## config.mk

```make
export PLATFORM = sky130hd
export DESIGN_NAME = imtm_fifo
export DESIGN_NICKNAME = d
export VERILOG_FILES = /design/src/hw/rtl/imtm_pkg.sv /design/src/hw/rtl/imtm_fifo.sv
export SDC_FILE = /design/constraint.sdc
export NUM_CORES = 1
export LEC_CHECK = 0
export BUFFER_PORTS_ARGS = -buffer_cell sky130_fd_sc_hd__clkbuf_2
export CELL_PAD_IN_SITES_DETAIL_PLACEMENT = 0
export CELL_PAD_IN_SITES_GLOBAL_PLACEMENT = 1
export CORE_ASPECT_RATIO = 0.9
export CORE_UTILIZATION = 40
export DETAILED_ROUTE_END_ITERATION = 10
export PLACE_DENSITY = 0.72
export SLEW_MARGIN = 20
export SYNTH_ARGS = -nofsm -noshare
export SYNTH_HDL_FRONTEND = slang
export SYNTH_SLANG_ARGS = --single-unit
```

## constraint.sdc

```tcl
create_clock -name clk_i -period 4.16 [get_ports clk_i]
set_input_delay 0.416 -clock clk_i [delete_from_list [all_inputs] [get_ports clk_i]]
set_output_delay 0.416 -clock clk_i [all_outputs]
set_load 0.03 [all_outputs]
```

## src/hw/rtl/imtm_pkg.sv

```systemverilog
package imtm_pkg;

  localparam int MAX_VOXELS = 4096;
  localparam int SAMPLE_W   = 16;
  localparam int SUM_W      = 24;
  localparam int ADDR_W     = $clog2(MAX_VOXELS);
  localparam int CNT_W      = $clog2(MAX_VOXELS + 1);
  localparam int WORD_W     = 64;
  localparam int WPOS_W     = $clog2(WORD_W);
  localparam int WIDX_W     = 6;
  localparam int WCNT_W     = CNT_W - WPOS_W;
  localparam int ACC_W      = SUM_W + ADDR_W;
  localparam int LIM_W      = ACC_W + 2;
  localparam int THR1_NUM   = 3;
  localparam int THR1_DEN   = 25;
  localparam int THR3_DEN   = 5;
  localparam int K_W        = $clog2(THR1_DEN * MAX_VOXELS + 1);
  localparam int PROD_W     = K_W + SUM_W;
  localparam int CMP_W      = (PROD_W > LIM_W) ? PROD_W : LIM_W;
  localparam int QDEPTH     = 2;
  localparam int QPTR_W     = $clog2(QDEPTH);
  localparam int QCNT_W     = $clog2(QDEPTH + 1);

  typedef struct packed {
    logic [SAMPLE_W-1:0] sample;
    logic                frame_last;
    logic                volume_last;
  } in_t;

  typedef struct packed {
    logic [WORD_W-1:0] mask_word;
    logic [WIDX_W-1:0] word_index;
    logic              word_last;
    logic              overflow;
  } out_t;

  typedef struct packed {
    logic [CNT_W-1:0] nvox;
    logic             ovf;
  } job_t;

  typedef enum logic [2:0] {
    B_IDLE,
    B_MAX,
    B_GATH1,
    B_GATH2,
    B_MASK,
    B_PUSH
  } back_state_e;

endpackage

```

## src/hw/rtl/imtm_fifo.sv

```systemverilog
module imtm_fifo import imtm_pkg::*; (
  input  logic clk_i,
  input  logic rst_ni,
  input  logic push_i,
  input  job_t push_data_i,
  input  logic pop_i,
  output logic nempty_o,
  output logic full_o,
  output job_t pop_data_o
);

  job_t              mem_q [QDEPTH];
  logic [QPTR_W-1:0] wp_q, rp_q;
  logic [QCNT_W-1:0] cnt_q;

  assign nempty_o   = cnt_q != '0;
  assign full_o     = cnt_q == QCNT_W'(QDEPTH);
  assign pop_data_o = mem_q[rp_q];

  always_ff @(posedge clk_i or negedge rst_ni) begin
    if (!rst_ni) begin
      wp_q  <= '0;
      rp_q  <= '0;
      cnt_q <= '0;
    end else begin
      if (push_i) begin
        wp_q <= wp_q + QPTR_W'(1);
      end
      if (pop_i) begin
        rp_q <= rp_q + QPTR_W'(1);
      end
      if (push_i && !pop_i) begin
        cnt_q <= cnt_q + QCNT_W'(1);
      end else if (pop_i && !push_i) begin
        cnt_q <= cnt_q - QCNT_W'(1);
      end
    end
  end

  always_ff @(posedge clk_i) begin
    if (push_i) begin
      mem_q[wp_q] <= push_data_i;
    end
  end

  a_no_push_full: assert property (@(posedge clk_i) disable iff (!rst_ni)
    push_i |-> !full_o || pop_i)
    else $error("job pushed into full queue");

endmodule

```

==> metrics <==
largest net degree at the start of global routing 16; Clock Path Buffers 2; CP endpoint kind output pin; register area 941 um^2; Initial Util 43.8%; Crit path required time 3.74 ns; clk slew on worst S/H paths 0.10 ns; worst reg2reg path depth 2; HPWL Detailed 1180 um; hold slack 0.271 ns; Rel. slew slack 47.5%; Reg2Reg Setup Slack 2.63 ns; # Post-CTS Setup Buffers 0; synth unique cells 14; Hold Path Sink mem_q[0][12]; CP top delay family flip-flops; number of global-route vias before repair 598; Buf/Inv on CP 1; die area 3360 um^2; cell area after synthesis 1250 um^2; Avg Cell Area, Syn 20.9 um^2; RD Place Congestion 0.598; most frequent cells in the layout 33 x clkbuf_2, 28 x edfxtp_1, 9 x mux2_4; Hold Crit Depth 1; Clock power frac 20.7%; # clock sinks 32; I/O pin count 34; Final period util 53.2%; setup TNS 0 ns; Die X 61.0 um; Die Span Y 55.1 um; gr usage total 11.4%; grt ovf 0; Fin. Hold Viols 0; first-pass GRT wire length 2460 um; commonest non-fill, non-tap cell in the layout clkbuf_2; sw power 0.000380 W; drt drc 0; critical path launch point type flop; CP cell instances mux2_2 -> clkbuf_2; Post-CTS Resized 0; Iteration-0 DRC Markers 6; count of flip-flops with a built-in enable after synthesis 28; Core Area 2860 um^2; worst min path class input pin to flop; Reg-to-Reg End mem_q[0][10]; Worst Skew 0.0103 ns; Ys Warns 0; antenna violations before repair 0; fraction of layout cells with a size suffix above 1 56.4%; CTS tree yes; FFs w/ async S/R, synth 12.5%; diodes inserted 0; Worst Max-Slew Pin Slew 0.788 ns; Seq cells post-synth 32; Max IR drop VDD 446 uV; outcome complete, no violations; register area share after synthesis 75.1%; Leak 0.636 nW; Area Growth Syn to Fin 22.5%; TritonRoute pass-1 iters 3; dominant synthesized flop cell edfxtp_1; cts hold-fix bufs 1; CTS HTree Levels 2; P_int 0.000717 W; ANT nets after route 0; Clk Latency, worst-skew pair 0.33 ns; HP Start push_data_i[12]; CTS root buf clkbuf_4; pins over their slew limit 0; Worst Setup Path Type flop to output pin; pwr/cell area 715 nW/um^2; setup violators final 0; Flop pwr share 44.9%; syn nets 79; Vias 638; nets 119; critical path's largest stage delay 0.87 ns; WP data arrival 1.80 ns; # fillers 251; multi-input logic area 277 um^2; min Tclk post-route 2.21 ns; worst reg2reg startpoint wp_q; CP max-delay cell dfrtp_1; total of max-cap violations 0; Synth Instances 60; RSZ-0062 raised after global routing no; Vias/cell 4.52; Comb pwr share 34.5%; switching part of the total 34.6%; Rows 18; Worst Path Max Fanout 15; fmax 452 MHz; Routed Wire Length 1660 um; Num CTS Buffers 5; Buffers on Ports 33; DR WL/cell 11.8 um
-- cells by family after synthesis --
| family | after synthesis | synth area share (%) |
|---|---|---|
| buf+inv | 3 | 2.80 |
| simple gates | 5 | 2.30 |
| flops | 32 | 75.1 |
| fa+ha+maj | 1 | 0.999 |
| xor+xnor | 5 | 3.50 |
| mux | 14 | 15.3 |
-- state kept, by name (all words and copies together), names as in the netlist --
register,cells
cnt_q,2
mem_q,28
rp_q,1
wp_q,1
-- layout make-up --
cell class | count | area share, %
Inverter | 1 | 0.245
Clock buffer | 5 | 2.45
Tap cell | 40 | 3.26
Multi-Input combinational cell | 25 | 18.0
Sequential cell | 32 | 61.3
Clock inverter | 3 | 2.77
Timing Repair Buffer | 35 | 11.9
-- cell usage after synthesis, types with 2 or more instances --
library cell | number | area [um^2]
edfxtp_1 | 28 | 841
mux2_2 | 5 | 56.3
mux2_4 | 9 | 135
xor2_1 | 4 | 35.0
dfrtp_1 | 4 | 100
nor2b_1 | 2 | 12.5
-- worst max-delay path by stage --
stage | to | slack (ns) | from | depth (start not counted)
2_1_floorplan | mem_q[0][0] | 2.68 | push_i | 1
3_3_place_gp | pop_data_o[13] | 2.30 | rp_q | 2
3_5_place_dp | pop_data_o[13] | 2.30 | rp_q | 2
4_1_cts | pop_data_o[13] | 1.92 | rp_q | 2
5_1_grt | pop_data_o[13] | 1.84 | rp_q | 2
6_report | pop_data_o[13] | 1.95 | rp_q | 2
-- metal layers --
| metal | track usage [%] | wire [um] | up-vias |
|---|---|---|---|
| met5 | 0 | 0 | - |
| met4 | 7.95 | 28 | 0 |
| met3 | 5.81 | 108 | 4 |
| met2 | 19.6 | 858 | 23 |
| met1 | 10.6 | 662 | 307 |
| li1 | - | - | 304 |
-- stage by stage --
stage / setup slack, ns / instance area [um^2] / util, % / power [W] / std cells
2_1_floorplan: 2.68 / 1250 / - / 0.000813 / 60
3_3_place_gp: 2.30 / 1440 / 50.5 / 0.000880 / 132
3_5_place_dp: 2.30 / 1440 / 50.5 / 0.000883 / 132
4_1_cts: 1.92 / 1530 / 53.6 / 0.00111 / 141
5_1_grt: 1.84 / 1530 / 53.6 / 0.00116 / 141
6_report: 1.95 / 1530 / 53.6 / 0.00110 / 141
-- power by group through the flow --
| stage | sequential (W) | combinational [W] | clock [W] |
|---|---|---|---|
| 2_1_floorplan | 0.000460 | 0.000353 | 0 |
| 3_3_place_gp | 0.000498 | 0.000382 | 0 |
| 3_5_place_dp | 0.000500 | 0.000383 | 0 |
| 4_1_cts | 0.000493 | 0.000384 | 0.000234 |
| 5_1_grt | 0.000504 | 0.000404 | 0.000249 |
| 6_report | 0.000492 | 0.000378 | 0.000227 |
Note: power is estimated with default switching activity, not from simulation.
