<file path="config.mk">
export PLATFORM = sky130hd
export DESIGN_NAME = imtm_back
export DESIGN_NICKNAME = d
export VERILOG_FILES = /design/src/hw/rtl/imtm_pkg.sv /design/src/hw/rtl/imtm_back.sv
export SDC_FILE = /design/constraint.sdc
export NUM_CORES = 2
export LEC_CHECK = 0
export BUFFER_PORTS_ARGS = -buffer_cell sky130_fd_sc_hd__buf_2
export CAP_MARGIN = 20
export CORE_UTILIZATION = 40
export CTS_BUF_LIST = sky130_fd_sc_hd__clkbuf_8
export DETAILED_ROUTE_END_ITERATION = 12
export SETUP_SLACK_MARGIN = 0.5
export SYNTH_ARGS = -nofsm -noshare
export SYNTH_HDL_FRONTEND = slang
export SYNTH_SLANG_ARGS = --single-unit
</file>
<file path="constraint.sdc">
create_clock -name clk_i -period 8.9 [get_ports clk_i]
set_clock_uncertainty 0.1 [all_clocks]
set_input_delay 1.335 -clock clk_i [delete_from_list [all_inputs] [get_ports clk_i]]
set_output_delay 1.335 -clock clk_i [all_outputs]
set_load 0.05 [all_outputs]
</file>
<file path="src/hw/rtl/imtm_pkg.sv">
package imtm_pkg;

  localparam int MAX_VOXELS = 4096;
  localparam int SAMPLE_W   = 16;
  localparam int SUM_W      = 24;
  localparam int ADDR_W     = $clog2(MAX_VOXELS);
  localparam int CNT_W      = $clog2(MAX_VOXELS + 1);
  localparam int WORD_W     = 64;
  localparam int WPOS_W     = $clog2(WORD_W);
  localparam int WIDX_W     = 6;
  localparam int WCNT_W     = CNT_W - WPOS_W;
  localparam int ACC_W      = SUM_W + ADDR_W;
  localparam int LIM_W      = ACC_W + 2;
  localparam int THR1_NUM   = 3;
  localparam int THR1_DEN   = 25;
  localparam int THR3_DEN   = 5;
  localparam int K_W        = $clog2(THR1_DEN * MAX_VOXELS + 1);
  localparam int PROD_W     = K_W + SUM_W;
  localparam int CMP_W      = (PROD_W > LIM_W) ? PROD_W : LIM_W;
  localparam int QDEPTH     = 2;
  localparam int QPTR_W     = $clog2(QDEPTH);
  localparam int QCNT_W     = $clog2(QDEPTH + 1);

  typedef struct packed {
    logic [SAMPLE_W-1:0] sample;
    logic                frame_last;
    logic                volume_last;
  } in_t;

  typedef struct packed {
    logic [WORD_W-1:0] mask_word;
    logic [WIDX_W-1:0] word_index;
    logic              word_last;
    logic              overflow;
  } out_t;

  typedef struct packed {
    logic [CNT_W-1:0] nvox;
    logic             ovf;
  } job_t;

  typedef enum logic [2:0] {
    B_IDLE,
    B_MAX,
    B_GATH1,
    B_GATH2,
    B_MASK,
    B_PUSH
  } back_state_e;

endpackage

</file>
<file path="src/hw/rtl/imtm_back.sv">
module imtm_back import imtm_pkg::*; (
  input  logic              clk_i,
  input  logic              rst_ni,
  input  logic              job_valid_i,
  input  job_t              job_i,
  output logic              job_pop_o,
  output logic              busy_o,
  output logic              rd_en_o,
  output logic [ADDR_W-1:0] rd_addr_o,
  input  logic [SUM_W-1:0]  rd_data_i,
  output logic              out_valid_o,
  input  logic              out_ready_i,
  output out_t              out_data_o
);

  back_state_e state_q, state_d;

  logic [CNT_W-1:0]  nvox_q, idx_q, end_q, n_q;
  logic              ovf_q, empty_q;
  logic [K_W-1:0]    k_q;
  logic [LIM_W-1:0]  lim_q;
  logic [SUM_W-1:0]  max_q, s2_q;
  logic [ACC_W-1:0]  acc_q;
  logic [WCNT_W-1:0] w_q;
  logic [WORD_W-1:0] word_q;
  logic              v1_q, v2_q;
  logic [WPOS_W-1:0] pos1_q, pos2_q;
  logic [PROD_W-1:0] p2_q;
  logic              out_v_q;
  out_t              out_q;

  logic              in_pass, issue, pass_done, slot_free, last_word, hit;
  logic [CNT_W-1:0]  base, nbase, next_end, first_end;
  logic [CNT_W:0]    base_end, nb_end;

  always_comb begin
    in_pass   = (state_q == B_MAX) || (state_q == B_GATH1) ||
                (state_q == B_GATH2) || (state_q == B_MASK);
    issue     = in_pass && (idx_q != end_q);
    pass_done = in_pass && (idx_q == end_q) && !v1_q && !v2_q;
    slot_free = !out_v_q || out_ready_i;
    base      = {w_q, WPOS_W'(0)};
    base_end  = (CNT_W + 1)'(base) + (CNT_W + 1)'(WORD_W);
    last_word = base_end >= {1'b0, nvox_q};
    nbase     = base_end[CNT_W-1:0];
    nb_end    = (CNT_W + 1)'(nbase) + (CNT_W + 1)'(WORD_W);
    next_end  = (nb_end >= {1'b0, nvox_q}) ? nvox_q : nb_end[CNT_W-1:0];
    first_end = ((CNT_W + 1)'(WORD_W) >= {1'b0, nvox_q}) ? nvox_q : CNT_W'(WORD_W);
    hit       = CMP_W'(p2_q) > CMP_W'(lim_q);
  end

  always_comb begin
    state_d = state_q;
    unique case (state_q)
      B_IDLE:  if (job_valid_i) state_d = B_MAX;
      B_MAX:   if (pass_done) state_d = B_GATH1;
      B_GATH1: if (pass_done) state_d = B_GATH2;
      B_GATH2: if (pass_done) state_d = B_MASK;
      B_MASK:  if (pass_done) state_d = B_PUSH;
      B_PUSH: begin
        if (slot_free) begin
          state_d = last_word ? B_IDLE : B_MASK;
        end
      end
      default: state_d = B_IDLE;
    endcase
  end

  always_comb begin
    job_pop_o = (state_q == B_IDLE) && job_valid_i;
    busy_o    = state_q != B_IDLE;
    rd_en_o   = issue;
    rd_addr_o = idx_q[ADDR_W-1:0];
  end

  assign out_valid_o = out_v_q;
  assign out_data_o  = out_q;

  always_ff @(posedge clk_i or negedge rst_ni) begin
    if (!rst_ni) begin
      state_q <= B_IDLE;
      v1_q    <= 1'b0;
      v2_q    <= 1'b0;
      out_v_q <= 1'b0;
      idx_q   <= '0;
      end_q   <= '0;
    end else begin
      state_q <= state_d;
      v1_q    <= issue;
      v2_q    <= v1_q;
      if (issue) begin
        idx_q <= idx_q + CNT_W'(1);
      end
      if ((state_q == B_PUSH) && slot_free) begin
        out_v_q <= 1'b1;
      end else if (out_ready_i) begin
        out_v_q <= 1'b0;
      end
      unique case (state_q)
        B_IDLE: begin
          if (job_valid_i) begin
            idx_q <= '0;
            end_q <= job_i.nvox;
          end
        end
        B_MAX, B_GATH1: begin
          if (pass_done) begin
            idx_q <= '0;
            end_q <= nvox_q;
          end
        end
        B_GATH2: begin
          if (pass_done) begin
            idx_q <= '0;
            end_q <= first_end;
          end
        end
        B_MASK: ;
        B_PUSH: begin
          if (slot_free && !last_word) begin
            idx_q <= nbase;
            end_q <= next_end;
          end
        end
        default: ;
      endcase
    end
  end

  always_ff @(posedge clk_i) begin
    if (issue) begin
      pos1_q <= idx_q[WPOS_W-1:0];
    end
    if (v1_q) begin
      s2_q   <= rd_data_i;
      p2_q   <= PROD_W'(k_q) * PROD_W'(rd_data_i);
      pos2_q <= pos1_q;
    end
    unique case (state_q)
      B_IDLE: begin
        if (job_valid_i) begin
          nvox_q <= job_i.nvox;
          ovf_q  <= job_i.ovf;
          max_q  <= '0;
        end
      end
      B_MAX: begin
        if (v2_q && (s2_q > max_q)) begin
          max_q <= s2_q;
        end
        if (pass_done) begin
          k_q   <= K_W'(THR1_DEN);
          lim_q <= LIM_W'(max_q) * LIM_W'(THR1_NUM);
          n_q   <= '0;
          acc_q <= '0;
        end
      end
      B_GATH1, B_GATH2: begin
        if (v2_q && hit) begin
          n_q   <= n_q + CNT_W'(1);
          acc_q <= acc_q + ACC_W'(s2_q);
        end
        if (pass_done && (state_q == B_GATH1)) begin
          k_q   <= K_W'(n_q) * K_W'(THR1_DEN);
          lim_q <= LIM_W'(acc_q) * LIM_W'(THR1_NUM);
          n_q   <= '0;
          acc_q <= '0;
        end
        if (pass_done && (state_q == B_GATH2)) begin
          k_q     <= K_W'(n_q) * K_W'(THR3_DEN);
          lim_q   <= LIM_W'(acc_q);
          empty_q <= n_q == '0;
          w_q     <= '0;
          word_q  <= '0;
        end
      end
      B_MASK: begin
        if (v2_q) begin
          word_q[pos2_q] <= hit && !empty_q;
        end
      end
      B_PUSH: begin
        if (slot_free) begin
          out_q.mask_word  <= word_q;
          out_q.word_index <= WIDX_W'(w_q);
          out_q.word_last  <= last_word;
          out_q.overflow   <= ovf_q;
          w_q              <= w_q + WCNT_W'(1);
          word_q           <= '0;
        end
      end
      default: ;
    endcase
  end

  a_idle_drained: assert property (@(posedge clk_i) disable iff (!rst_ni)
    (state_q == B_IDLE) |-> !v1_q && !v2_q)
    else $error("read pipeline busy while idle");

  a_idx_bound: assert property (@(posedge clk_i) disable iff (!rst_ni)
    (state_q != B_IDLE) |-> idx_q <= end_q)
    else $error("read index past pass end");

endmodule

</file>
==> flow_metrics.tcl <==
set metrics [dict create \
    min_period_ps 7640 \
    power.internal_w 0.00816 \
    synthCells 3741 \
    drt_iter0_drc 1796 \
    drive_gt1_share_pct 7.87 \
    grt_pass1_vias 26800 \
    status "finished clean" \
    leakagePower_nw 18.2 \
    core_area_mm2 0.0904 \
    ir_drop_uv 627 \
    ys.flop_type "edfxtp_1" \
    finalWirelength_mm 92.1 \
    finalSetupViolCount 0 \
    cts_inserted_buffers 73 \
    hold_end "pos2_q[3]$_DFFE_PP_" \
    tightest_slew_ps 1130 \
    n_antenna_cell 0 \
    synth.cell_area_mm2 0.0367 \
    reg2regPathDepth 21 \
    die_w_um 305 \
    drc 0 \
    nets 4568 \
    cap_violations 0 \
    wl_met1_mm 40.3 \
    hold_start "pos1_q[3]$_DFFE_PP_" \
    synth_cell_type_count 82 \
    cts_tree "built" \
    synth_edf_count 363 \
    finalSetupTns_ps 0 \
    rsz0062_at_grt "false" \
    clock-sinks 395 \
    ys_warn_count 0 \
    whs_path_depth 0 \
    p_switching_w 0.00711 \
    worstPathArrival_ps 7940 \
    fp.dieArea_mm2 0.0929 \
    cts_setup_buffers 0 \
    regToRegStartpoint "k_q[12]$_SDFFCE_PP0P_" \
    yosysTopAreaCell "edfxtp_1" \
    synthTopCellsByArea "edfxtp_1, fa_1, ha_1, inv_1, nand2_1" \
    hp-class "register to register" \
    grt_max_degree 66 \
    die_y_um 305 \
    rows 110 \
    period_share_pct 85.8 \
    grt_pass1_wl_mm 147 \
    power_w 0.0153 \
    multi_input_comb_area_mm2 0.0223 \
    r2r-end "p2_q[39]$_DFFE_PP_" \
    io_pins 130 \
    overflow 0 \
    antenna_left 0 \
    clk_pin_slew_ps 60 \
    switching_share_pct 46.6 \
    synth-seq-area-share_pct 31.9 \
    fmax_ghz 0.131 \
    seq_area_mm2 0.0117 \
    ys_ff_latch 395 \
    syn-num-nets 4473 \
    gp_congestion 0.859 \
    cts_root_buf "clkbuf_8" \
    startpoint_type "register" \
    routed.top_layer "met4" \
    drtPass1Iterations 6 \
    worst_slack_ps 1260 \
    antenna_found_initial 1 \
    grtUsageTotal_pct 20.0 \
    clock_latency_ps 690 \
    area_delta_synth_final_pct 9.06 \
    dp_hpwl_mm 69.3 \
    seqPwrFrac_pct 19.9 \
    path_class "register to register" \
    hold_viol_final 0 \
    clockBufferDepth 3 \
    async_reset_ff_share_pct 8.10 \
    worstPathRequired_ps 9200 \
    synth_commonest_cells "inv_1, nand2_1, edfxtp_1" \
    ctsHoldBuffers 0 \
    initial_utilization_pct 40.6 \
    post-place-ws_ps 702 \
    rrSetupSlack_ps 1260 \
    whs_ps 306 \
    endpoint_kind "register" \
    combPwrFrac_pct 68.7 \
    wl_met2_mm 44.7 \
    utilization_pct 44.2 \
    vias 26700 \
    wl_per_cell_um 18.2 \
    maxSlewViolCount 0 \
    path_max_fanout 15 \
    clockPowerShare_pct 11.3 \
    htree_levels 3 \
    synth.most_common_cell "inv_1" \
    post_cts_resized 0 \
    synth_top_area_share_pct 29.7 \
    powerDensity_mw_per_mm2 382 \
    fill_cells 8810 \
    avgSynthCellArea_um2 9.80 \
    numPortBuffers 129 \
    dr_wl_met3_mm 4.16 \
    relSlewSlack_pct 24.9 \
    vias_per_cell 5.28 \
]
## state kept, by name (all words and copies together), names as in the netlist, 3 cells and up
signal / count
acc_q: 36
max_q: 24
p2_q: 41
state_q: 3
nvox_q: 13
w_q: 7
pos1_q: 6
end_q: 13
n_q: 13
s2_q: 24
lim_q: 38
k_q: 17
word_q: 64
out_data_o: 72
pos2_q: 6
idx_q: 13
## power groups by stage
stage	logic [W]	registers (W)	clock network [W]
floorplan	0.00826	0.00301	0
global placement	0.0104	0.00309	0
detailed placement	0.0105	0.00309	0
CTS	0.0106	0.00305	0.00179
global route	0.0119	0.00307	0.00186
finish	0.0105	0.00305	0.00173
## cells in the final DEF (no fill, tap or decap), drive strengths merged, types with 27 or more instances in the layout
cell type  count
a21o          67
nor3          44
nand2        439
inv          601
a211oi        27
dfrtp         32
a21oi        160
nand3        123
nand4         37
fa           341
buf          165
and3          33
ha           349
and2         188
nor2         169
edfxtp       363
o21ai        165
clkbuf        76
xnor2         94
xor2          62
## routing by layer
metal / vias to the layer above / global-route usage, %
met4: 0 / 6.86
met2: 657 / 33.9
met3: 157 / 2.75
met1: 13100 / 26.2
li1: 12800 / -
met5: - / 0
## per-stage QoR
stage / cells / area, um^2
5_1_grt: 5066 / 40000
4_1_cts: 5064 / 39900
6_report: 5066 / 40000
3_3_place_gp: 4934 / 38500
2_1_floorplan: 3741 / 36700
3_5_place_dp: 4935 / 38500
## logic make-up (layout without fill, tap and decap cells)
group / count (synthesis) / after routing / share of synthesized area, %
xor gates and xnor gates: 156 / 156 / 3.73
DFF: 395 / 395 / 31.9
and+or+nand+nor: 1147 / 1147 / 15.1
buffers and inverters: 716 / 865 / 7.50
muxes: 16 / 16 / 0.444
adders and majority gates: 690 / 690 / 30.5
AOI/OAI and AO/OA: 621 / 621 / 10.8
## worst max-delay path, cell delays in order, from the launching register on
cell and delay (ps):
edfxtp_1 850, buf_4 330, nand2_1 90, fa_1 510, inv_1 50, fa_1 480
fa_1 530, fa_1 520, fa_1 560, inv_1 60, fa_1 530, inv_1 40
ha_1 420, nand4_1 250, or3_1 400, or3_1 390, o22ai_2 180, o21ai_2 110
a31oi_1 290, a41o_1 280, nor4_1 60, a311o_1 320
## how the worst max path moves through the flow
| stage | from | slack [ps] | cells past startpoint | end |
|---|---|---|---|---|
| final | k_q[12]$_SDFFCE_PP0P_ | 1260 | 21 | p2_q[39]$_DFFE_PP_ |
| after global routing | k_q[12]$_SDFFCE_PP0P_ | 930 | 22 | p2_q[40]$_DFFE_PP_ |
| after CTS | k_q[12]$_SDFFCE_PP0P_ | 1270 | 21 | p2_q[39]$_DFFE_PP_ |
| after detailed placement | rd_data_i[8] | 700 | 21 | p2_q[39]$_DFFE_PP_ |
| after global placement | rd_data_i[8] | 780 | 20 | p2_q[39]$_DFFE_PP_ |
| after floorplan | rd_data_i[18] | 1100 | 22 | p2_q[39]$_DFFE_PP_ |
## cell type report
| type | count | area share [%] |
|---|---|---|
| multi-input cells | 2630 | 55.8 |
| flip-flops and latches | 395 | 29.3 |
| inverters | 571 | 5.36 |
| well taps | 1176 | 3.68 |
| clock buffers | 76 | 2.62 |
| repair buffers | 165 | 2.38 |
| clock inverters | 53 | 0.901 |
Note: power is estimated with default switching activity, not from simulation.
