[config.mk]
export PLATFORM = sky130hd
export DESIGN_NAME = imtm_ram
export DESIGN_NICKNAME = d
export VERILOG_FILES = /design/src/hw/rtl/imtm_ram.sv
export SDC_FILE = /design/constraint.sdc
export NUM_CORES = 1
export LEC_CHECK = 0
export BUFFER_PORTS_ARGS = -buffer_cell sky130_fd_sc_hd__buf_2
export CAP_MARGIN = 20
export CORE_ASPECT_RATIO = 0.75
export CORE_UTILIZATION = 55
export CTS_BUF_LIST = sky130_fd_sc_hd__clkbuf_4
export DETAILED_ROUTE_END_ITERATION = 6
export PLACE_DENSITY = 0.77
export SLEW_MARGIN = 10
export SYNTH_ARGS = -nofsm -noshare
export SYNTH_HDL_FRONTEND = slang
export SYNTH_SLANG_ARGS = --single-unit
export TNS_END_PERCENT = 50
[constraint.sdc]
create_clock -name clk_i -period 5.24 [get_ports clk_i]
set_input_delay 0.786 -clock clk_i [delete_from_list [all_inputs] [get_ports clk_i]]
set_output_delay 0.786 -clock clk_i [all_outputs]
set_load 0.005 [all_outputs]
[src/hw/rtl/imtm_ram.sv]
module imtm_ram #(
  parameter int Width = 8,
  parameter int Depth = 16
) (
  input  logic                     clk_i,
  input  logic                     we_i,
  input  logic [$clog2(Depth)-1:0] waddr_i,
  input  logic [Width-1:0]         wdata_i,
  input  logic                     re_i,
  input  logic [$clog2(Depth)-1:0] raddr_i,
  output logic [Width-1:0]         rdata_o
);

  logic [Width-1:0] mem_q [Depth];

  always_ff @(posedge clk_i) begin
    if (we_i) begin
      mem_q[waddr_i] <= wdata_i;
    end
    if (re_i) begin
      rdata_o <= mem_q[raddr_i];
    end
  end

endmodule

==> run_results.csv, run 1 <==
group,metric,value,unit
pwr,vdd_drop_max,217,µV
clock_tree,postCtsSetupRepairBufs,0,
worst_setup_path,crit_path_cell_trace,"buf_2 -> mux4_1 -> a22oi_1 -> nand2_1",
floorplanning,fp.dieW,115,µm
floorplanning,ios,27,
sta,fin_crit,2.30,ns
routing,first_iter_violations,236,
global_route,grt_max_degree,33,
global_route,globalRouteTotalUtil,0.209,
routing,drc_errors,0,
worst_setup_path,critPathSlowestCell,"buf_2",
routing,wirelength,9.08,mm
yosys,ys_ff_latch,136,
placed_design,dp.cells,376,
routing,vias_per_cell,5.91,
global_route,grt_pass1_wl,13.9,mm
cells_and_area,instances_no_fill,406,
global_route,grt-ovfl-total,0,
clock_tree,cts_made_buffers,17,
routing,drt.antenna.violating_nets,0,
pwr,power_density,352,mW/mm²
cells_and_area,ff_latch_area,0.00408,mm²
sta,fmax,435,MHz
routing,vias,2401,
yosys,ys.flop_type,"edfxtp_1",
worst_setup_path,max_stage_delay,0.75,ns
cells_and_area,drive_gt1_frac,0.284,
yosys,seq_area_frac_synth,0.781,
yosys,ys_types,18,
yosys,postSynthCellCount,229,
placed_design,dp_hpwl,5.86,mm
clock_tree,clk_latency,0.53,ns
worst_setup_path,startpoint_type,"primary input",
floorplanning,rows,30,
yosys,netlist_top_cells_area,"edfxtp_1 (78%), mux4_2 (7.8%), mux4_1 (7.0%)",
run_status,status,"complete, no violations",
clock_tree,cts_tree,"yes",
clock_tree,post_cts_resized,0,
floorplanning,die_h,86.4,µm
yosys,synthArstFlopShare,0,
routing,wl_per_cell,22.4,µm
routing,dr.pass1.iters,5,
cells_and_area,areaGrowthSynthToFinish,9.79,%
cells_and_area,diodes,0,
worst_setup_path,worstPathArrival,2.59,ns
worst_hold_path,hold_path.class,"primary input to flop",
sta,finalSetupViolCount,0,
pwr,leakage,1.88,nW
worst_setup_path,crit_fanout,32,
global_route,antenna_found_initial,0,
yosys,yosysTopAreaCell,"edfxtp_1",
placed_design,io_buffers,26,
floorplanning,initial_core_util,0.573,
run,drv_cap,0,
placed_design,gp_congestion,0.724,
clock_tree,cts.clk_slew.worst_paths,0.11,ns
yosys,syn_nets,248,
clock_tree,clk_path_buf_depth,2,
worst_setup_path,path_class,"primary input to flop",
clock_tree,hold_buffers,0,
yosys,synth_top_area_share,0.781,
yosys,syn_area,0.00523,mm²
cells_and_area,fin_nets,286,
clock_tree,root_buffer,"clkbuf_4",
sta,finalCritPeriodShare,0.439,
yosys,synth_edf_count,136,
sta,finClkSkew,0.0123,ns
clock_tree,cts_num_sinks,136,
worst_setup_path,critPathRequiredTime,5.53,ns
sta,tns,0,ns
cells_and_area,fill_cells,618,
cells_and_area,multi_input_area,0.00106,mm²
sta,finalHoldViolCount,0,
clock_tree,htree_levels,4,
sta,grt_setup_unrepaired,"false",
global_route,grt_pass1_vias,2419,
yosys,synth_warnings,0,
floorplanning,fp.dieArea,0.00990,mm²
floorplanning,coreArea,0.00912,mm²
worst_setup_path,setup.worst_path.end_class,"flop",
sta,finalMaxSlewViolations,0,
sta,maxSlewHeadroom,0.329,
sta,tightestPinTransition,1.01,ns
yosys,synth_area_per_cell,22.8,µm²
## final timing paths
| path | startpoint | cells past startpoint | end | slack (ns) |
|---|---|---|---|---|
| hold reg to reg | mem_q[15][2] | 3 | rdata_o[2] | 0.76 |
| setup reg to reg | mem_q[9][1] | 3 | rdata_o[1] | 3.71 |
| setup / recovery | raddr_i[0] | 4 | rdata_o[1] | 2.94 |
| hold / removal | wdata_i[6] | 1 | mem_q[11][6] | 0.62 |
## per-stage QoR
stage / cell area, µm² / worst slack, ns / utilization / hold slack [ns] / power [W]
after detailed placement: 5460 / 2.34 / 0.598 / 0.736 / 0.00136
after global routing: 5740 / 2.77 / 0.629 / 0.618 / 0.00207
after global placement: 5460 / 2.38 / 0.598 / 0.728 / 0.00135
after CTS: 5740 / 2.91 / 0.629 / 0.604 / 0.00202
final: 5740 / 2.94 / 0.629 / 0.619 / 0.00202
after floorplan: 5230 / 2.96 / - / 0.705 / 0.00132
## area by class of cell
type	count	area share
Sequential cell	136	0.712
Multi-Input combinational cell	83	0.185
Tap cell	128	0.0279
Timing Repair Buffer	29	0.0266
Clock buffer	20	0.0262
Clock inverter	10	0.0227
## state kept, by name (all words and copies together) (netlist names)
register and cells:
mem_q 128, rdata_o 8
## worst max-delay path: cells and delay by family
family	cells	cell delay [ns]
AO/OA/AOI/OAI	1	0.27
buffers and inverters	1	0.75
multiplexers	1	0.70
AND/OR/NAND/NOR	1	0.07
## kinds of logic after synthesis
group / share of synthesized area
AOI/OAI and AO/OA: 0.0230
buffers and inverters: 0.0165
DFF: 0.781
muxes: 0.148
and+or+nand+nor: 0.0314
## cell usage after synthesis (2+ instances only)
library cell     number
mux4_1               14
nand2_1               9
nand2b_1              2
nand3b_1              2
buf_2                 3
edfxtp_1            136
mux4_2               18
a22oi_1              16
nor3_1                4
buf_6                 3
nor2_1               13
clkdlybuf4s25_2       3
## placed cells by master (no fill, tap or decap), types with 2 or more instances in the layout
cell type   instances
buf_2              26
nor3_1              3
clkbuf_4           20
edfxtp_1          136
nand2_1             9
clkinv_2            5
mux4_1             14
nand3b_1            2
mux4_2             18
bufinv_16           3
nor2_1             13
nand2b_1            2
clkinvlp_4          2
buf_4               3
a22oi_1            16
## report_power, final
group          leakage, nW  internal [W]  switching (W)
registers             1.24       0.00122     0.00000727
logic                0.490     0.0000425      0.0000587
clock network        0.154      0.000337       0.000349
total                 1.88       0.00160       0.000415
## routing by layer
metal  GRT usage  up-vias  wire length [µm]
met3      0.0469       14               752
met2       0.300      108              4100
met1       0.311     1219              4150
li1            -     1060                 -
met5           0        -                 0
met4       0.103        0                87
(Power assumes the default switching activity.)
==> run 2, diff against run 1 <==
Settings changed: ABC_AREA from default to 1, PLACE_DENSITY 0.77 to 0.79.
Clock period 5.24 ns to 1.95 ns, I/O delays scaled along.
==> run 2 against run 1 <==
Core utilization is 0.057 points lower. Sequential power increased to 2.7 times the previous value. Highest routed layer unchanged. Non-clock buffer count grew 20. Combinational power rose to 4.0 times the previous value. Sequential share of layout area is 8.0 points lower. First-iteration DRC count increased to 2.6 times the previous value.
==> run_results.csv, run 2 <==
group,metric,value,unit
run_status,status,"complete, no violations",
global_route,grt_max_degree,65,
clock_tree,cts_made_buffers,17,
yosys,synthTopCellsByCount,"nand2_1 (173), edfxtp_1 (136), inv_1 (100), nand3_1 (97), nor2_1 (17)",
sta,fmax,708,MHz
floorplanning,rows,32,
sta,fin_crit,1.41,ns
clock_tree,hold_buffers,0,
cells_and_area,final_common_cell,"nand2_1",
floorplanning,fp.dieW,121,µm
cells_and_area,fill_cells,804,
worst_setup_path,critPathRequiredTime,1.66,ns
worst_setup_path,setup.worst_path.end_class,"output pin",
yosys,yosysMostFrequentCell,"nand2_1",
cells_and_area,largest_register_ffs,128,
pwr,pwr-share-seq,0.596,
cells_and_area,reg_top3,"mem_q x128, rdata_o x8",
pwr,leakage,2.82,nW
worst_setup_path,crit_fanout,1,
pwr,p_sw,0.00125,W
routing,vias_per_cell,5.39,
clock_tree,root_buffer,"clkbuf_4",
clock_tree,cts_num_sinks,136,
pwr,internal_power,0.00430,W
routing,drc_errors,0,
floorplanning,fp.dieArea,0.0111,mm²
sta,maxSlewHeadroom,0.543,
worst_hold_path,hold_path.class,"primary input to flop",
sta,tns,0,ns
placed_design,io_buffers,26,
placed_design,gp_congestion,0.872,
cells_and_area,areaGrowthSynthToFinish,10.6,%
pwr,pwr-share-comb,0.073,
yosys,yosysTopAreaCell,"edfxtp_1",
worst_setup_path,path_class,"flop to output pin",
cells_and_area,top_register,"mem_q",
cells_and_area,instances_no_fill,744,
sta,grt_setup_unrepaired,"false",
yosys,syn_nets,570,
routing,vias,4009,
floorplanning,die_h,91.3,µm
clock_tree,clk_latency,0.52,ns
floorplanning,coreArea,0.0103,mm²
sta,tightestPinTransition,0.683,ns
cells_and_area,drive_gt1_frac,0.130,
yosys,synth_warnings,0,
worst_setup_path,max_stage_delay,0.44,ns
sta,finalSetupViolCount,0,
yosys,ys.flop_type,"edfxtp_1",
pwr,power_density,858,mW/mm²
sta,finClkSkew,0.0128,ns
yosys,synthArstFlopShare,0,
clock_tree,clk_path_buf_depth,2,
global_route,antenna_found_initial,0,
sta,finalMaxSlewViolations,0,
clock_tree,cts_tree,"yes",
worst_setup_path,crit_family,"flip-flops",
floorplanning,ios,27,
worst_setup_path,worstPathArrival,1.12,ns
yosys,syn_area,0.00585,mm²
yosys,synth_edf_count,136,
global_route,grt_pass1_wl,21.3,mm
cells_and_area,utilization,0.629,
placed_design,dp_hpwl,8.46,mm
yosys,ys_types,11,
global_route,grt_pass1_vias,3918,
global_route,grt-ovfl-total,0,
routing,dr.pass1.iters,5,
cells_and_area,mostFrequentLayoutCells,"nand2_1 (173), edfxtp_1 (136), inv_1 (100), nand3_1 (97), buf_2 (26)",
worst_setup_path,critPathSlowestCell,"edfxtp_1",
run,drv_cap,0,
clock_tree,postCtsSetupRepairBufs,0,
sta,finalCritPeriodShare,0.725,
yosys,synth_area_per_cell,10.6,µm²
routing,wirelength,13.3,mm
clock_tree,cts.clk_slew.worst_paths,0.11,ns
yosys,seq_area_frac_synth,0.698,
pwr,p_clk_frac,0.331,
cells_and_area,fin_nets,614,
yosys,postSynthCellCount,551,
routing,wl_per_cell,17.9,µm
global_route,globalRouteTotalUtil,0.268,
clock_tree,htree_levels,4,
pwr,p_total,0.00555,W
floorplanning,initial_core_util,0.568,
routing,first_iter_violations,618,
cells_and_area,diodes,0,
pwr,switching_share,0.226,
yosys,netlist_top_cells_area,"edfxtp_1 (70%), nand2_1 (11%), nand3_1 (8.3%)",
worst_setup_path,crit_path_cell_trace,"buf_2",
routing,drt.antenna.violating_nets,0,
placed_design,dp.cells,712,
worst_setup_path,cp_num_buf_inv,1,
worst_setup_path,startpoint_type,"flop",
clock_tree,post_cts_resized,0,
pwr,vdd_drop_max,667,µV
yosys,ys_ff_latch,136,
yosys,synth_top_area_share,0.698,
sta,finalHoldViolCount,0,
[run 2: metrics by stage]
step / area (µm²) / hold WS, ns / setup WS (ns)
final: 6470 / 0.137 / 0.537
after global routing: 6470 / 0.0950 / 0.487
after CTS: 6470 / 0.108 / 0.521
after detailed placement: 6190 / 0.672 / 0.410
after global placement: 6190 / 0.664 / 0.463
after floorplan: 5850 / 0.391 / 0.707
[run 2: kinds of logic (layout without fill, tap and decap cells)]
logic type,count (synthesis),count (layout),synth area share
buffers and inverters,126,183,0.0939
DFF,136,136,0.698
and+or+nand+nor,289,289,0.208
[run 2: final cells by class]
class	count	area [µm²]	area share
clock inverter	13	135	0.0209
tap	136	170	0.0263
inverter	102	383	0.0592
clock buffer	19	143	0.0221
sequential	136	4080	0.631
timing repair buffer	49	340	0.0526
multi-input combinational	289	1210	0.188
[run 2: power by group through the flow]
stage	sequential [W]	combinational [W]	clock, W
floorplan	0.00337	0.000231	0
global placement	0.00337	0.000387	0
detailed placement	0.00338	0.000400	0
CTS	0.00331	0.000403	0.00185
global route	0.00332	0.000450	0.00197
finish	0.00331	0.000406	0.00184
[run 2: layer usage]
metal  up-vias  GRT usage  part of all wire
met5         -          0                 0
met4         0     0.0967             0.019
met3        24     0.0955              0.11
met2       232      0.381              0.45
met1      1885      0.381              0.43
li1       1868          -                 -
[run 2: final timing paths]
check                                   from    endpoint  slack, ns  cells past startpoint
worst min-delay path                    re_i  rdata_o[5]       0.14                      1
worst max register to register  mem_q[14][3]  rdata_o[3]       0.72                      6
worst min register to register  mem_q[13][5]  rdata_o[5]       0.77                      6
worst max-delay path              rdata_o[5]  rdata_o[5]       0.54                      1
==> run 3, diff against run 2 <==
Settings changed: PLACE_DENSITY 0.79 to 0.77.
Clock period 1.95 ns to 1.4 ns, I/O delays scaled along.
==> run 3 against run 2 <==
Wire length shrank 2.6%. Worst hold slack worse by 0.070 ns. Critical path depth unchanged. Setup slack worse by 0.48 ns. Combinational power increased by 39%. Register-to-register slack worse by 0.47 ns. Clock-buffer cell count down 1. Clock skew is 0.0015 ns lower. Die area stayed put. Non-clock buffer count is 2 higher. Via count decreased by 0.90%. Global-route usage is 1.1 points lower. Critical path type unchanged. Critical endpoint is now rdata_o[7].
==> run_results.csv, run 3 (synthesized netlist as in run 2, its figures left out) <==
group,metric,value,unit
sta,finalHoldViolCount,0,
sta,tightestPinTransition,0.572,ns
cells_and_area,top_register,"mem_q",
worst_setup_path,cp_num_buf_inv,1,
floorplanning,initial_core_util,0.568,
run_status,status,"complete, no violations",
clock_tree,cts.clk_slew.worst_paths,0.11,ns
clock_tree,clk_path_buf_depth,2,
global_route,met2_usage,0.360,
cells_and_area,areaGrowthSynthToFinish,10.2,%
sta,finalCritPeriodShare,0.960,
cells_and_area,fin_nets,616,
floorplanning,fp.dieW,121,µm
floorplanning,die_h,91.3,µm
placed_design,gp_congestion,0.884,
global_route,grt_pass1_vias,3674,
cells_and_area,instances_no_fill,746,
placed_design,dp_hpwl,8.52,mm
global_route,globalRouteTotalUtil,0.257,
pwr,vdd_drop_max,830,µV
sta,finalSetupViolCount,0,
cells_and_area,fill_cells,807,
worst_setup_path,setup.worst_path.end_class,"output pin",
worst_setup_path,crit_family,"flip-flops",
routing,wl_per_cell,17.4,µm
routing,vias,3973,
pwr,leakage,2.81,nW
global_route,grt-ovfl-total,0,
cells_and_area,mostFrequentLayoutCells,"nand2_1 (173), edfxtp_1 (136), inv_1 (100), nand3_1 (97), buf_2 (26)",
global_route,grt_max_degree,33,
sta,finalMaxSlewViolations,0,
sta,fin_crit,1.34,ns
worst_setup_path,crit_fanout,1,
routing,drc_errors,0,
clock_tree,hold_buffers,0,
floorplanning,ios,27,
placed_design,dp.cells,714,
worst_setup_path,critPathSlowestCell,"edfxtp_1",
cells_and_area,largest_register_ffs,128,
cells_and_area,reg_top3,"mem_q x128, rdata_o x8",
run,drv_cap,0,
floorplanning,rows,32,
worst_setup_path,critPathRequiredTime,1.19,ns
cells_and_area,diodes,0,
worst_hold_path,hold_path.class,"primary input to flop",
floorplanning,fp.dieArea,0.0111,mm²
floorplanning,coreArea,0.0103,mm²
clock_tree,postCtsSetupRepairBufs,0,
clock_tree,cts_tree,"yes",
clock_tree,root_buffer,"clkbuf_4",
placed_design,io_buffers,26,
worst_setup_path,max_stage_delay,0.46,ns
routing,vias_per_cell,5.33,
worst_setup_path,path_class,"flop to output pin",
worst_setup_path,startpoint_type,"flop",
worst_setup_path,crit_path_cell_trace,"buf_2",
routing,wirelength,13.0,mm
routing,first_iter_violations,591,
clock_tree,cts_num_sinks,136,
global_route,top_usage_layer,"met1",
sta,tns,0,ns
sta,finClkSkew,0.0114,ns
global_route,antenna_found_initial,0,
worst_setup_path,worstPathArrival,1.13,ns
clock_tree,post_cts_resized,0,
global_route,grt_pass1_wl,20.2,mm
routing,dr.pass1.iters,5,
cells_and_area,drive_gt1_frac,0.128,
worst_setup_path,timing.reg2reg.setup_slack,0.25,ns
sta,maxSlewHeadroom,0.618,
global_route,globalRouteMet3Util,0.0603,
global_route,grtUsageMet1,0.390,
cells_and_area,final_common_cell,"nand2_1",
clock_tree,htree_levels,4,
clock_tree,clk_latency,0.52,ns
sta,grt_setup_unrepaired,"false",
pwr,power_density,1160,mW/mm²
clock_tree,cts_made_buffers,17,
routing,drt.antenna.violating_nets,0,
sta,fmax,744,MHz
[run 3: power breakdown]
group	leakage, nW	internal [W]	switching (W)
combinational	1.43	0.000169	0.000393
sequential	1.24	0.00458	0.0000333
clock	0.138	0.00102	0.00129
[run 3: area by class of cell]
type                    instances  area [µm²]  area share
inverters                     102         383      0.0594
well taps                     136         170      0.0264
clock buffers                  18         135      0.0210
flip-flops and latches        136        4080       0.634
clock inverters                14         114      0.0177
multi-input cells             289        1210       0.188
repair buffers                 51         343      0.0532
[run 3: worst reg2reg max path, delay by kind of cell (launching register included)]
| family | cells | cell delay (ns) |
|---|---|---|
| buffers and inverters | 1 | 0.08 |
| DFF | 1 | 0.40 |
| and+or+nand+nor | 5 | 0.44 |
[run 3: final timing paths]
kind                              startpoint          to  depth (start not counted)
worst max-delay path              rdata_o[7]  rdata_o[7]                          1
worst min-delay path                    re_i  rdata_o[2]                          1
worst max register to register   mem_q[5][1]  rdata_o[1]                          6
worst min register to register  mem_q[10][7]  rdata_o[7]                          6
[run 3: stage by stage]
stage	util	hold WS (ns)	area, µm²	total power, W	setup slack [ns]
after detailed placement	0.602	0.594	6190	0.00526	-0.0534
after floorplan	-	0.309	5850	0.00502	0.239
after global placement	0.602	0.582	6190	0.00524	-0.0334
final	0.626	0.0670	6440	0.00749	0.0567
after CTS	0.626	0.0242	6440	0.00753	0.0297
after global routing	0.626	0.0235	6440	0.00778	0.00996
[run 3: layer usage]
layer / share of wire / up-vias
met4: 0.015 / 0
li1: - / 1877
met3: 0.11 / 21
met5: 0 / -
met1: 0.44 / 1847
met2: 0.44 / 228
