===== config.mk =====
export PLATFORM = sky130hd
export DESIGN_NAME = imtm_front
export DESIGN_NICKNAME = d
export VERILOG_FILES = /design/src/hw/rtl/imtm_pkg.sv /design/src/hw/rtl/imtm_front.sv
export SDC_FILE = /design/constraint.sdc
export NUM_CORES = 1
export LEC_CHECK = 0
export BUFFER_PORTS_ARGS = -buffer_cell sky130_fd_sc_hd__clkbuf_2
export CAP_MARGIN = 10
export CORE_ASPECT_RATIO = 0.75
export CORE_MARGIN = 4
export CORE_UTILIZATION = 36
export CTS_BUF_LIST = sky130_fd_sc_hd__clkbuf_8
export CTS_CLUSTER_DIAMETER = 60
export DETAILED_ROUTE_END_ITERATION = 8
export GPL_ROUTABILITY_DRIVEN = 0
export GPL_TIMING_DRIVEN = 0
export PLACE_DENSITY = 0.59
export SYNTH_ARGS = -nofsm -noshare
export SYNTH_HDL_FRONTEND = slang
export SYNTH_SLANG_ARGS = --single-unit

===== constraint.sdc =====
create_clock -name clk_i -period 6.6 [get_ports clk_i]
set_input_delay 1.32 -clock clk_i [delete_from_list [all_inputs] [get_ports clk_i]]
set_output_delay 1.32 -clock clk_i [all_outputs]
set_load 0.01 [all_outputs]

===== src/hw/rtl/imtm_pkg.sv =====
package imtm_pkg;

  localparam int MAX_VOXELS = 4096;
  localparam int SAMPLE_W   = 16;
  localparam int SUM_W      = 24;
  localparam int ADDR_W     = $clog2(MAX_VOXELS);
  localparam int CNT_W      = $clog2(MAX_VOXELS + 1);
  localparam int WORD_W     = 64;
  localparam int WPOS_W     = $clog2(WORD_W);
  localparam int WIDX_W     = 6;
  localparam int WCNT_W     = CNT_W - WPOS_W;
  localparam int ACC_W      = SUM_W + ADDR_W;
  localparam int LIM_W      = ACC_W + 2;
  localparam int THR1_NUM   = 3;
  localparam int THR1_DEN   = 25;
  localparam int THR3_DEN   = 5;
  localparam int K_W        = $clog2(THR1_DEN * MAX_VOXELS + 1);
  localparam int PROD_W     = K_W + SUM_W;
  localparam int CMP_W      = (PROD_W > LIM_W) ? PROD_W : LIM_W;
  localparam int QDEPTH     = 2;
  localparam int QPTR_W     = $clog2(QDEPTH);
  localparam int QCNT_W     = $clog2(QDEPTH + 1);

  typedef struct packed {
    logic [SAMPLE_W-1:0] sample;
    logic                frame_last;
    logic                volume_last;
  } in_t;

  typedef struct packed {
    logic [WORD_W-1:0] mask_word;
    logic [WIDX_W-1:0] word_index;
    logic              word_last;
    logic              overflow;
  } out_t;

  typedef struct packed {
    logic [CNT_W-1:0] nvox;
    logic             ovf;
  } job_t;

  typedef enum logic [2:0] {
    B_IDLE,
    B_MAX,
    B_GATH1,
    B_GATH2,
    B_MASK,
    B_PUSH
  } back_state_e;

endpackage


===== src/hw/rtl/imtm_front.sv =====
module imtm_front import imtm_pkg::*; (
  input  logic              clk_i,
  input  logic              rst_ni,
  input  logic              in_valid_i,
  output logic              in_ready_o,
  input  in_t               in_data_i,
  input  logic              hold_i,
  output logic              ram_we_o,
  output logic [ADDR_W-1:0] ram_waddr_o,
  output logic [SUM_W-1:0]  ram_wdata_o,
  output logic              job_push_o,
  output job_t              job_o
);

  logic [SUM_W-1:0] run_q, run_d;
  logic [CNT_W-1:0] cnt_q, cnt_d;
  logic             ovf_q, ovf_d;

  logic             fire, sat, close, full, ovf_n;
  logic [SUM_W:0]   sum_ext;
  logic [SUM_W-1:0] sum_c;
  logic [CNT_W-1:0] cnt_n;

  always_comb begin
    fire    = in_valid_i && !hold_i;
    sum_ext = {1'b0, run_q} + (SUM_W + 1)'(in_data_i.sample);
    sat     = sum_ext[SUM_W];
    sum_c   = sat ? '1 : sum_ext[SUM_W-1:0];
    close   = in_data_i.frame_last || in_data_i.volume_last;
    full    = cnt_q == CNT_W'(MAX_VOXELS);
    ovf_n   = ovf_q || sat || (close && full);
    cnt_n   = (close && !full) ? cnt_q + CNT_W'(1) : cnt_q;

    run_d = run_q;
    cnt_d = cnt_q;
    ovf_d = ovf_q;
    if (fire) begin
      run_d = close ? '0 : sum_c;
      cnt_d = in_data_i.volume_last ? '0 : cnt_n;
      ovf_d = in_data_i.volume_last ? 1'b0 : ovf_n;
    end
  end

  assign in_ready_o  = !hold_i;
  assign ram_we_o    = fire && close && !full;
  assign ram_waddr_o = cnt_q[ADDR_W-1:0];
  assign ram_wdata_o = sum_c;
  assign job_push_o  = fire && in_data_i.volume_last;
  assign job_o.nvox  = cnt_n;
  assign job_o.ovf   = ovf_n;

  always_ff @(posedge clk_i or negedge rst_ni) begin
    if (!rst_ni) begin
      run_q <= '0;
      cnt_q <= '0;
      ovf_q <= 1'b0;
    end else begin
      run_q <= run_d;
      cnt_q <= cnt_d;
      ovf_q <= ovf_d;
    end
  end

endmodule


==> results of run 1 <==
kinds of logic (layout without fill, tap and decap cells):
group | Yosys count | in the layout
flip-flops | 38 | 38
AND/OR/NAND/NOR | 132 | 132
AO/OA/AOI/OAI | 111 | 111
buffers and inverters | 38 | 119
multiplexers | 4 | 4
adder cells (fa/ha/maj) | 19 | 19
XOR/XNOR | 30 | 30
cells in the final DEF (no fill, tap or decap), types with 3 or more instances in the layout:
cell type,n
buf_4,15
a211oi_1,3
clkbuf_2,73
ha_1,18
dfrtp_1,38
xor2_1,13
clkbuf_8,6
inv_1,9
nor2b_1,5
a21oi_1,28
o21ai_0,31
mux2_2,4
o21bai_1,3
nand4_1,7
nand2_1,60
xnor2_1,17
a21o_1,3
nand3_1,8
and3_1,11
o31ai_1,5
clkbuf_1,13
or2_2,3
nand2b_1,5
a22o_1,15
nor2_1,23
state kept, by name, indices dropped and copies added (netlist names):
name	count
run_q	24
ovf_q	1
cnt_q	13
power by group through the flow:
stage,sequential [mW],clock [mW],combinational [mW]
floorplan,0.265,0,0.212
global placement,0.268,0,0.307
detailed placement,0.269,0,0.310
CTS,0.264,0.259,0.311
global route,0.267,0.270,0.350
finish,0.264,0.253,0.313
layer usage:
layer | part of all wire, % | vias to the layer above | GRT usage (%)
li1 | - | 1485 | -
met1 | 51 | 1428 | 27.4
met2 | 41 | 102 | 25.7
met3 | 7.3 | 9 | 3.31
met4 | 0.94 | 0 | 4.10
met5 | 0 | - | 0
worst reg2reg max path: stages (launching register included):
cell	delay [ns]
dfrtp_1	0.39
ha_1	0.22
fa_1	0.43
a211oi_1	0.26
o21a_1	0.26
a21boi_1	0.14
o31ai_2	0.56
buf_4	0.29
nand2_1	0.10
a22o_1	0.21
per-stage QoR:
step | total power, mW | utilization [%] | setup WS [ns]
after floorplan | 0.478 | - | 2.00
after global placement | 0.575 | 44.0 | 1.42
after detailed placement | 0.579 | 44.0 | 1.38
after CTS | 0.835 | 45.8 | 1.39
after global routing | 0.887 | 45.8 | 1.19
final | 0.830 | 45.8 | 1.39
cell type report:
| type | instances | area, um^2 |
|---|---|---|
| Clock buffer | 6 | 82.6 |
| Clock inverter | 2 | 60.1 |
| Buffer | 29 | 166 |
| Sequential cell | 38 | 951 |
| Multi-Input combinational cell | 296 | 1920 |
| Timing Repair Buffer | 73 | 365 |
| Inverter | 9 | 33.8 |
| Fill cell | 824 | 4390 |
| Tap cell | 105 | 131 |
final timing paths:
| path | start | endpoint | depth (start not counted) |
|---|---|---|---|
| setup / recovery | in_data_i[2] | job_o[0] | 11 |
| hold / removal | run_q[11] | run_q[11] | 1 |
| setup reg to reg | run_q[0] | run_q[14] | 9 |
| hold reg to reg | run_q[11] | run_q[11] | 1 |
| max in group asynchronous | rst_ni | run_q[19] | 1 |
| min in group asynchronous | rst_ni | run_q[4] | 1 |
==> metrics, run 1 <==
largest net degree at the start of global routing=39; Cell Rows=28; FF-to-FF setup slack=3.62 ns; ranking of synthesized cells by area=dfrtp_1 31%, ha_1 7.3%, nand2_1 7.3%; LEAKAGE=1.86 nW; initial antenna violation count=0; Die H=87.9 um; crit path launch type=input pin; CP arrival=3.89 ns; top-count cell post-synth=nand2_1; pwr/cell area=224 nW/um^2; final WL=8.75 mm; Detail Route Antenna Nets=0; Cells after DPL=550; ant diodes=0; Post-synth ARST share=100%; Clock power frac=30.5%; Peak supply drop=0.104 mV; DR vias=3,024; crit-path leading delay family=compound AO/OA/AOI/OAI gates; Initial Utilization=37.9%; min Tclk post-route=5.21 ns; die span in x=115 um; post-DP HPWL=6.71 mm; Final Skew=0.00719 ns; GRT overflow=0; NumNets Final=493; post-synthesis cell area=3070 um^2; final instance area=3710 um^2; net switching fraction of the power=35.0%; EDFF count, synth=0; post-synth top area cell=dfrtp_1; IO buf count=73; drt drc=0; P_sw=291 uW; Hold Fails Final Rpt=0; H-tree depth=2; Synth top area share=31.0%; Main synth FF type=dfrtp_1; first-pass GRT wire length=14.4 mm; endpoints failing setup=0; sequential area share after synthesis=31.0%; Synth cell types=47; Via density=5.42; Clk Latency, worst-skew pair=0.29 ns; vias in the first global route=2,946; synthesized flop and latch total=38; Synth Area in Compound Gates=24.1%; Ports=75; WS Path Type=in2out; CTS Hold Buffers Added=0; Power Internal=539 uW; part of the power in registers=31.9%; TNS Setup=0 ns; average size of a mapped cell=8.25 um^2; Net Count, Synth=413; Reg clk slew, reported paths=0.08 ns; CTS tree=built; final hold slack=0.514 ns; postcts setup bufs=0; Syn-to-layout area delta=20.8%; layout cells sized above 1=24.3%; crit-path cells=clkbuf_2 -> ha_1 -> fa_1 -> a211oi_1 -> o21a_1 -> a21boi_1 -> o31ai_2 -> buf_4 -> nand2_1 -> buf_4 -> clkbuf_2; Core ar.=8090 um^2; largest family of logic cells by synthesized area=compound AO/OA/AOI/OAI gates; CTS Sinks=38; Placed Area=3560 um^2; status=completed; Worst setup EP type=output port; GRT Util Overall=17.9%; mux contribution to synthesized area=1.47%; synth cell count leaders=60 x nand2_1, 38 x dfrtp_1, 31 x o21ai_0; worst path bufs/invs=4; Hold Path Class=reg2reg; f_max=192 MHz; Root Buffer=clkbuf_8; power share of the combinational group=37.7%; Iteration-0 DRC Markers=257; RSZ-0062 raised after global routing=no; crit-path max cell delay=0.56 ns; Slew @ Worst Pin=1.05 ns; Mapped Cells=372; Max clock buf depth=2; WP data required=5.28 ns; number of CTS-inserted buffers=5; slew margin rel.=29.8%; Max Cap Violations=0; Crit Path Max Fanout=10; Critical-path top delay cell=o31ai_2; fin crit share=79.0%; Post-Synth Simple-Gate Area=20.3%; DR WL/cell=15.7 um; Slew Limit Fails=0; post-synthesis xor/xnor area fraction=8.56%; CTS resizes=0; Layout Cells excl Fill=558; Synth warnings=0; Adder-Cell Fraction of Synth Area=7.99%; Initial DRT Pass Iterations=5; die area=10,100 um^2
No activity file was read; power rests on OpenSTA's default activity.
==> inputs of run 2 (changes only) <==
- PLACE_DENSITY: 0.59 -> 0.61
- clock period: 6.6 -> 4.68 ns (I/O delays scaled with it)
==> run 2 against run 1 <==
Clock power fell by 2%; hold slack worse by 0.0013 ns; clock skew rose by 0.0060 ns; global-route usage down 0.29 points; count of clock-buffer cells in the layout stayed put; critical path type unchanged.
==> metrics, run 2 (same netlist as run 1, synthesis figures left out) <==
f_max=228 MHz; Critical-path top delay cell=o31ai_2; LEAKAGE=1.83 nW (-1.3%); ant diodes=0 (unchanged); Peak supply drop=0.123 mV (+19%); crit-path cells=clkbuf_2 -> ha_1 -> fa_1 -> a211oi_1 -> o21a_1 -> a21boi_1 -> o31ai_2 -> buf_4 -> nand2_1 -> buf_4 -> clkbuf_2; fin crit share=93.8%; Clk Latency, worst-skew pair=0.30 ns (about the same); TNS Setup=0 ns (unchanged); Die H=87.9 um (unchanged); Final Skew=0.0132 ns (+0.00599 ns); postcts setup bufs=0 (unchanged); biggest regs=run_q (24), cnt_q (13), ovf_q (1); WS Path Type=in2out; Max Cap Violations=0 (unchanged); most frequent cells in the layout=73 x clkbuf_2, 60 x nand2_1, 38 x dfrtp_1; Root Buffer=clkbuf_8; min Tclk post-route=4.39 ns; final hold slack=0.513 ns (-0.00133 ns); Detail Route Antenna Nets=0 (unchanged); pwr/cell area=290 nW/um^2 (+29%); DR vias=2,984 (-1.3%); WP data required=3.74 ns (-1.54 ns); Worst setup EP type=output port; final WL=8.57 mm (-2.1%); endpoints failing setup=0 (unchanged); Slew @ Worst Pin=1.08 ns (+0.0272 ns); max reg flops=24 (unchanged); CTS Sinks=38 (unchanged); status=completed; crit-path max cell delay=0.52 ns (-0.04 ns); Initial DRT Pass Iterations=4 (-1); Reg clk slew, reported paths=0.08 ns (about the same); DR WL/cell=15.4 um (-2.1%); post-DP HPWL=6.67 mm (-0.63%); CP arrival=3.45 ns (-0.44 ns); NumNets Final=493 (unchanged); Ports=75 (unchanged); Crit Path Max Fanout=10 (unchanged); initial antenna violation count=0 (unchanged); drt drc=0 (unchanged); Biggest register=run_q; die span in x=115 um (unchanged); first-pass GRT wire length=14.3 mm (-0.67%); RSZ-0062 raised after global routing=no; Hold Path Class=reg2reg; Hold Fails Final Rpt=0 (unchanged); Core ar.=8090 um^2 (unchanged); Initial Utilization=37.9% (unchanged); CTS Hold Buffers Added=0 (unchanged); largest net degree at the start of global routing=39 (unchanged); number of CTS-inserted buffers=5 (unchanged); GRT overflow=0 (unchanged); Cell Rows=28 (unchanged); crit path launch type=input pin; IO buf count=73 (unchanged); Slew Limit Fails=0 (unchanged); Iteration-0 DRC Markers=135 (-47%); Max clock buf depth=2 (unchanged); die area=10,100 um^2 (unchanged); Via density=5.35 (-1.3%); slew margin rel.=27.9% (-1.8 points); H-tree depth=2 (unchanged); vias in the first global route=2,890 (-1.9%); most common cell after layout, fill and taps aside=clkbuf_2; layout cells sized above 1=24.3% (unchanged); GRT Util Overall=17.6% (-0.29 points); CTS resizes=0 (unchanged); CTS tree=built; Syn-to-layout area delta=19.3%
## run 2: per-stage QoR
stage / std cells / total power [mW] / utilization (%) / worst slack (ns) / instance area, um^2
global route: 558 / 1.14 / 45.2 / 0.0311 / 3660
global placement: 550 / 0.809 / 44.0 / 0.260 / 3560
CTS: 558 / 1.06 / 45.2 / 0.259 / 3660
floorplan: 372 / 0.674 / - / 0.846 / 3070
finish: 558 / 1.06 / 45.2 / 0.292 / 3660
detailed placement: 550 / 0.814 / 44.0 / 0.261 / 3560
## run 2: path summary, 6_finish.rpt
| kind | startpoint | endpoint | slack (ns) | cells after the start |
|---|---|---|---|---|
| hold reg to reg | run_q[4] | run_q[4] | 0.51 | 1 |
| min in group asynchronous | rst_ni | run_q[10] | 0.83 | 1 |
| hold / removal | run_q[4] | run_q[4] | 0.51 | 1 |
| setup reg to reg | run_q[0] | run_q[2] | 1.76 | 9 |
| max in group asynchronous | rst_ni | run_q[19] | 3.18 | 1 |
| setup / recovery | in_data_i[2] | job_o[0] | 0.29 | 11 |
## run 2: power breakdown
group	internal (mW)	leakage (nW)	total, mW	switching, mW
combinational	0.179	1.27	0.438	0.260
clock	0.119	0.0472	0.249	0.130
sequential	0.354	0.518	0.373	0.0191
## run 2: metal layers
layer  track usage, %  wire [um]  vias up
li1                 -          -     1480
met1             27.4       4500     1409
met2             24.7       3380       91
met3             3.94        646        4
met4             3.02         37        0
met5                0          0        -
## run 2: cell type report
class	count	area [um^2]
clock inverters	2	12.5
plain buffers	29	166
inverters	9	33.8
clock buffers	6	82.6
multi-input cells	296	1920
well taps	105	131
fillers	812	4430
flip-flops and latches	38	951
repair buffers	73	365
## run 2: critical path, delay by kind of cell
family                     cells  cell delay (ns)
AOI/OAI and AO/OA              4             1.18
adders and majority gates      2             0.65
and+or+nand+nor                1             0.08
buffers and inverters          4             0.60
==> inputs of run 3 (changes only) <==
- BUFFER_PORTS_ARGS: -buffer_cell sky130_fd_sc_hd__clkbuf_2 -> default
- DONT_BUFFER_PORTS: default -> 1
- PLACE_DENSITY: 0.61 -> 0.53
==> run 3 against run 2 <==
Fmax up 2.8%; setup slack better by 0.12 ns; cell count down 13%; global-route usage up 0.52 points.
==> metrics, run 3 (same netlist as run 1, synthesis figures left out) <==
first-pass GRT wire length=14.3 mm (unchanged); Max Cap Violations=0 (unchanged); final core utilization=40.9% (-4.3 points); crit path launch type=input pin; crit-path leading delay family=compound AO/OA/AOI/OAI gates; FF+latch area=951 um^2 (unchanged); max reg flops=24 (unchanged); slew margin rel.=59.5% (+32 points); r2r startpoint=run_q[0]; Crit Path Max Fanout=10 (unchanged); Worst setup EP type=output port; NumNets Final=420 (-15%); CP arrival=3.33 ns (-0.12 ns); most used cell, CP=buf_4; DR vias=2,710 (-9.2%); R2R cell count=9 (unchanged); endpoints failing setup=0 (unchanged); Slew @ Worst Pin=0.603 ns (-0.477 ns); number of CTS-inserted buffers=5 (unchanged); layout cells sized above 1=9.74% (-15 points); f_max=234 MHz (+2.8%); DP Worst Slack=0.390 ns (+0.129 ns); Hold Path Class=in2async; Core ar.=8090 um^2 (unchanged); reg2reg end=run_q[14]; Detail Route Antenna Nets=0 (unchanged); most common cell after layout, fill and taps aside=nand2_1; Critical-path top delay cell=o31ai_2; LEAKAGE=1.52 nW (-17%); IO buf count=0 (-100%); TNS Setup=0 ns (unchanged); Peak supply drop=0.118 mV (-4.6%); initial antenna violation count=0 (unchanged); WP data required=3.74 ns (about the same); final WL=8.78 mm (+2.4%); Iteration-0 DRC Markers=134 (-0.74%); Clk Latency, worst-skew pair=0.30 ns (about the same); CTS tree=built; ant diodes=0 (unchanged); fin crit share=91.2% (-2.6 points); WS Path Type=in2out; biggest regs=run_q (24), cnt_q (13), ovf_q (1); Final Skew=0.00797 ns (-0.00520 ns); vias in the first global route=2,683 (-7.2%); Initial Utilization=37.9% (unchanged); largest net degree at the start of global routing=39 (unchanged); most frequent cells in the layout=60 x nand2_1, 38 x dfrtp_1, 31 x o21ai_0; H-tree depth=2 (unchanged); RSZ-0062 raised after global routing=no; DR WL/cell=18.1 um (+18%); CTS resizes=0 (unchanged); FF-to-FF setup slack=1.63 ns (-0.13 ns); crit-path max cell delay=0.59 ns (+0.07 ns); postcts setup bufs=0 (unchanged); Biggest register=run_q; footprint of the multi-input gates=1920 um^2 (unchanged); Slew Limit Fails=0 (unchanged); Reg clk slew, reported paths=0.09 ns (about the same); Via density=5.59 (+4.5%); CTS Sinks=38 (unchanged); crit-path cells=ha_1 -> fa_1 -> a211oi_1 -> o21a_1 -> a21boi_1 -> o31ai_2 -> buf_4 -> nand2_1 -> buf_4; Ports=75 (unchanged); worst path bufs/invs=2 (-2); Syn-to-layout area delta=7.87%; GRT overflow=0 (unchanged); pwr/cell area=308 nW/um^2 (+6.4%); Initial DRT Pass Iterations=4 (unchanged); min Tclk post-route=4.27 ns (-0.120 ns); Overall Power=1.02 mW (-3.8%); die span in x=115 um (unchanged); min setup slack post-route=0.412 ns (+0.120 ns); GRT Util Overall=18.1% (+0.52 points); Die H=87.9 um (unchanged); CTS Hold Buffers Added=0 (unchanged); Cell Rows=28 (unchanged); Max clock buf depth=2 (unchanged); Hold Fails Final Rpt=0 (unchanged); die area=10,100 um^2 (unchanged); status=completed; Fillers=828 (+2.0%); drt drc=0 (unchanged); Root Buffer=clkbuf_8; post-DP HPWL=6.65 mm (-0.29%)
## run 3: cell types whose count changed in the layout (fill, tap and decap cells not counted)
cell	change
clkbuf_2	-73
clkbuf_8	+2
clkinv_2	-1
clkinvlp_4	-1
## run 3: where the power goes
| group | internal [mW] | total [mW] | switching (mW) |
|---|---|---|---|
| logic | 0.134 | 0.371 | 0.237 |
| registers | 0.354 | 0.372 | 0.0185 |
| clock network | 0.149 | 0.277 | 0.128 |
## run 3: worst register-to-register path, stage by stage (launching register included)
cell and delay [ns]:
dfrtp_1 0.39, ha_1 0.22, fa_1 0.42, a211oi_1 0.25
o21a_1 0.26, a21boi_1 0.14, o31ai_2 0.59, buf_4 0.30
nand2_1 0.14, a22o_1 0.23
## run 3: metrics by stage
stage	instances	cell area, um^2	hold WS (ns)
floorplan	372	3070	0.467
global placement	477	3200	0.486
detailed placement	477	3200	0.496
CTS	485	3310	0.308
global route	485	3310	0.302
finish	485	3310	0.323
## run 3: final cells by class
class                      count  area share, %
buffer                        29           5.03
clock buffer                   8           3.33
inverter                       9           1.02
multi-input combinational    296           57.9
sequential                    38           28.7
tap                          105           3.97
## run 3: how the worst max path moves through the flow
stage | from | endpoint | slack, ns | cells after the start
floorplan | in_data_i[2] | ram_wdata_o[17] | 0.85 | 8
global placement | in_data_i[2] | job_o[0] | 0.38 | 9
detailed placement | in_data_i[2] | job_o[0] | 0.39 | 9
CTS | in_data_i[2] | job_o[0] | 0.39 | 9
global route | in_data_i[2] | job_o[0] | 0.26 | 9
finish | in_data_i[2] | job_o[0] | 0.41 | 9
## run 3: layer usage
metal	global-route usage (%)	routed length [um]	share of wire (%)	vias to the layer above
met2	25.2	3540	40	61
met3	5.66	552	6.3	2
li1	-	-	-	1332
met4	3.56	31	0.35	0
met5	0	0	0	-
met1	27.2	4650	53	1315
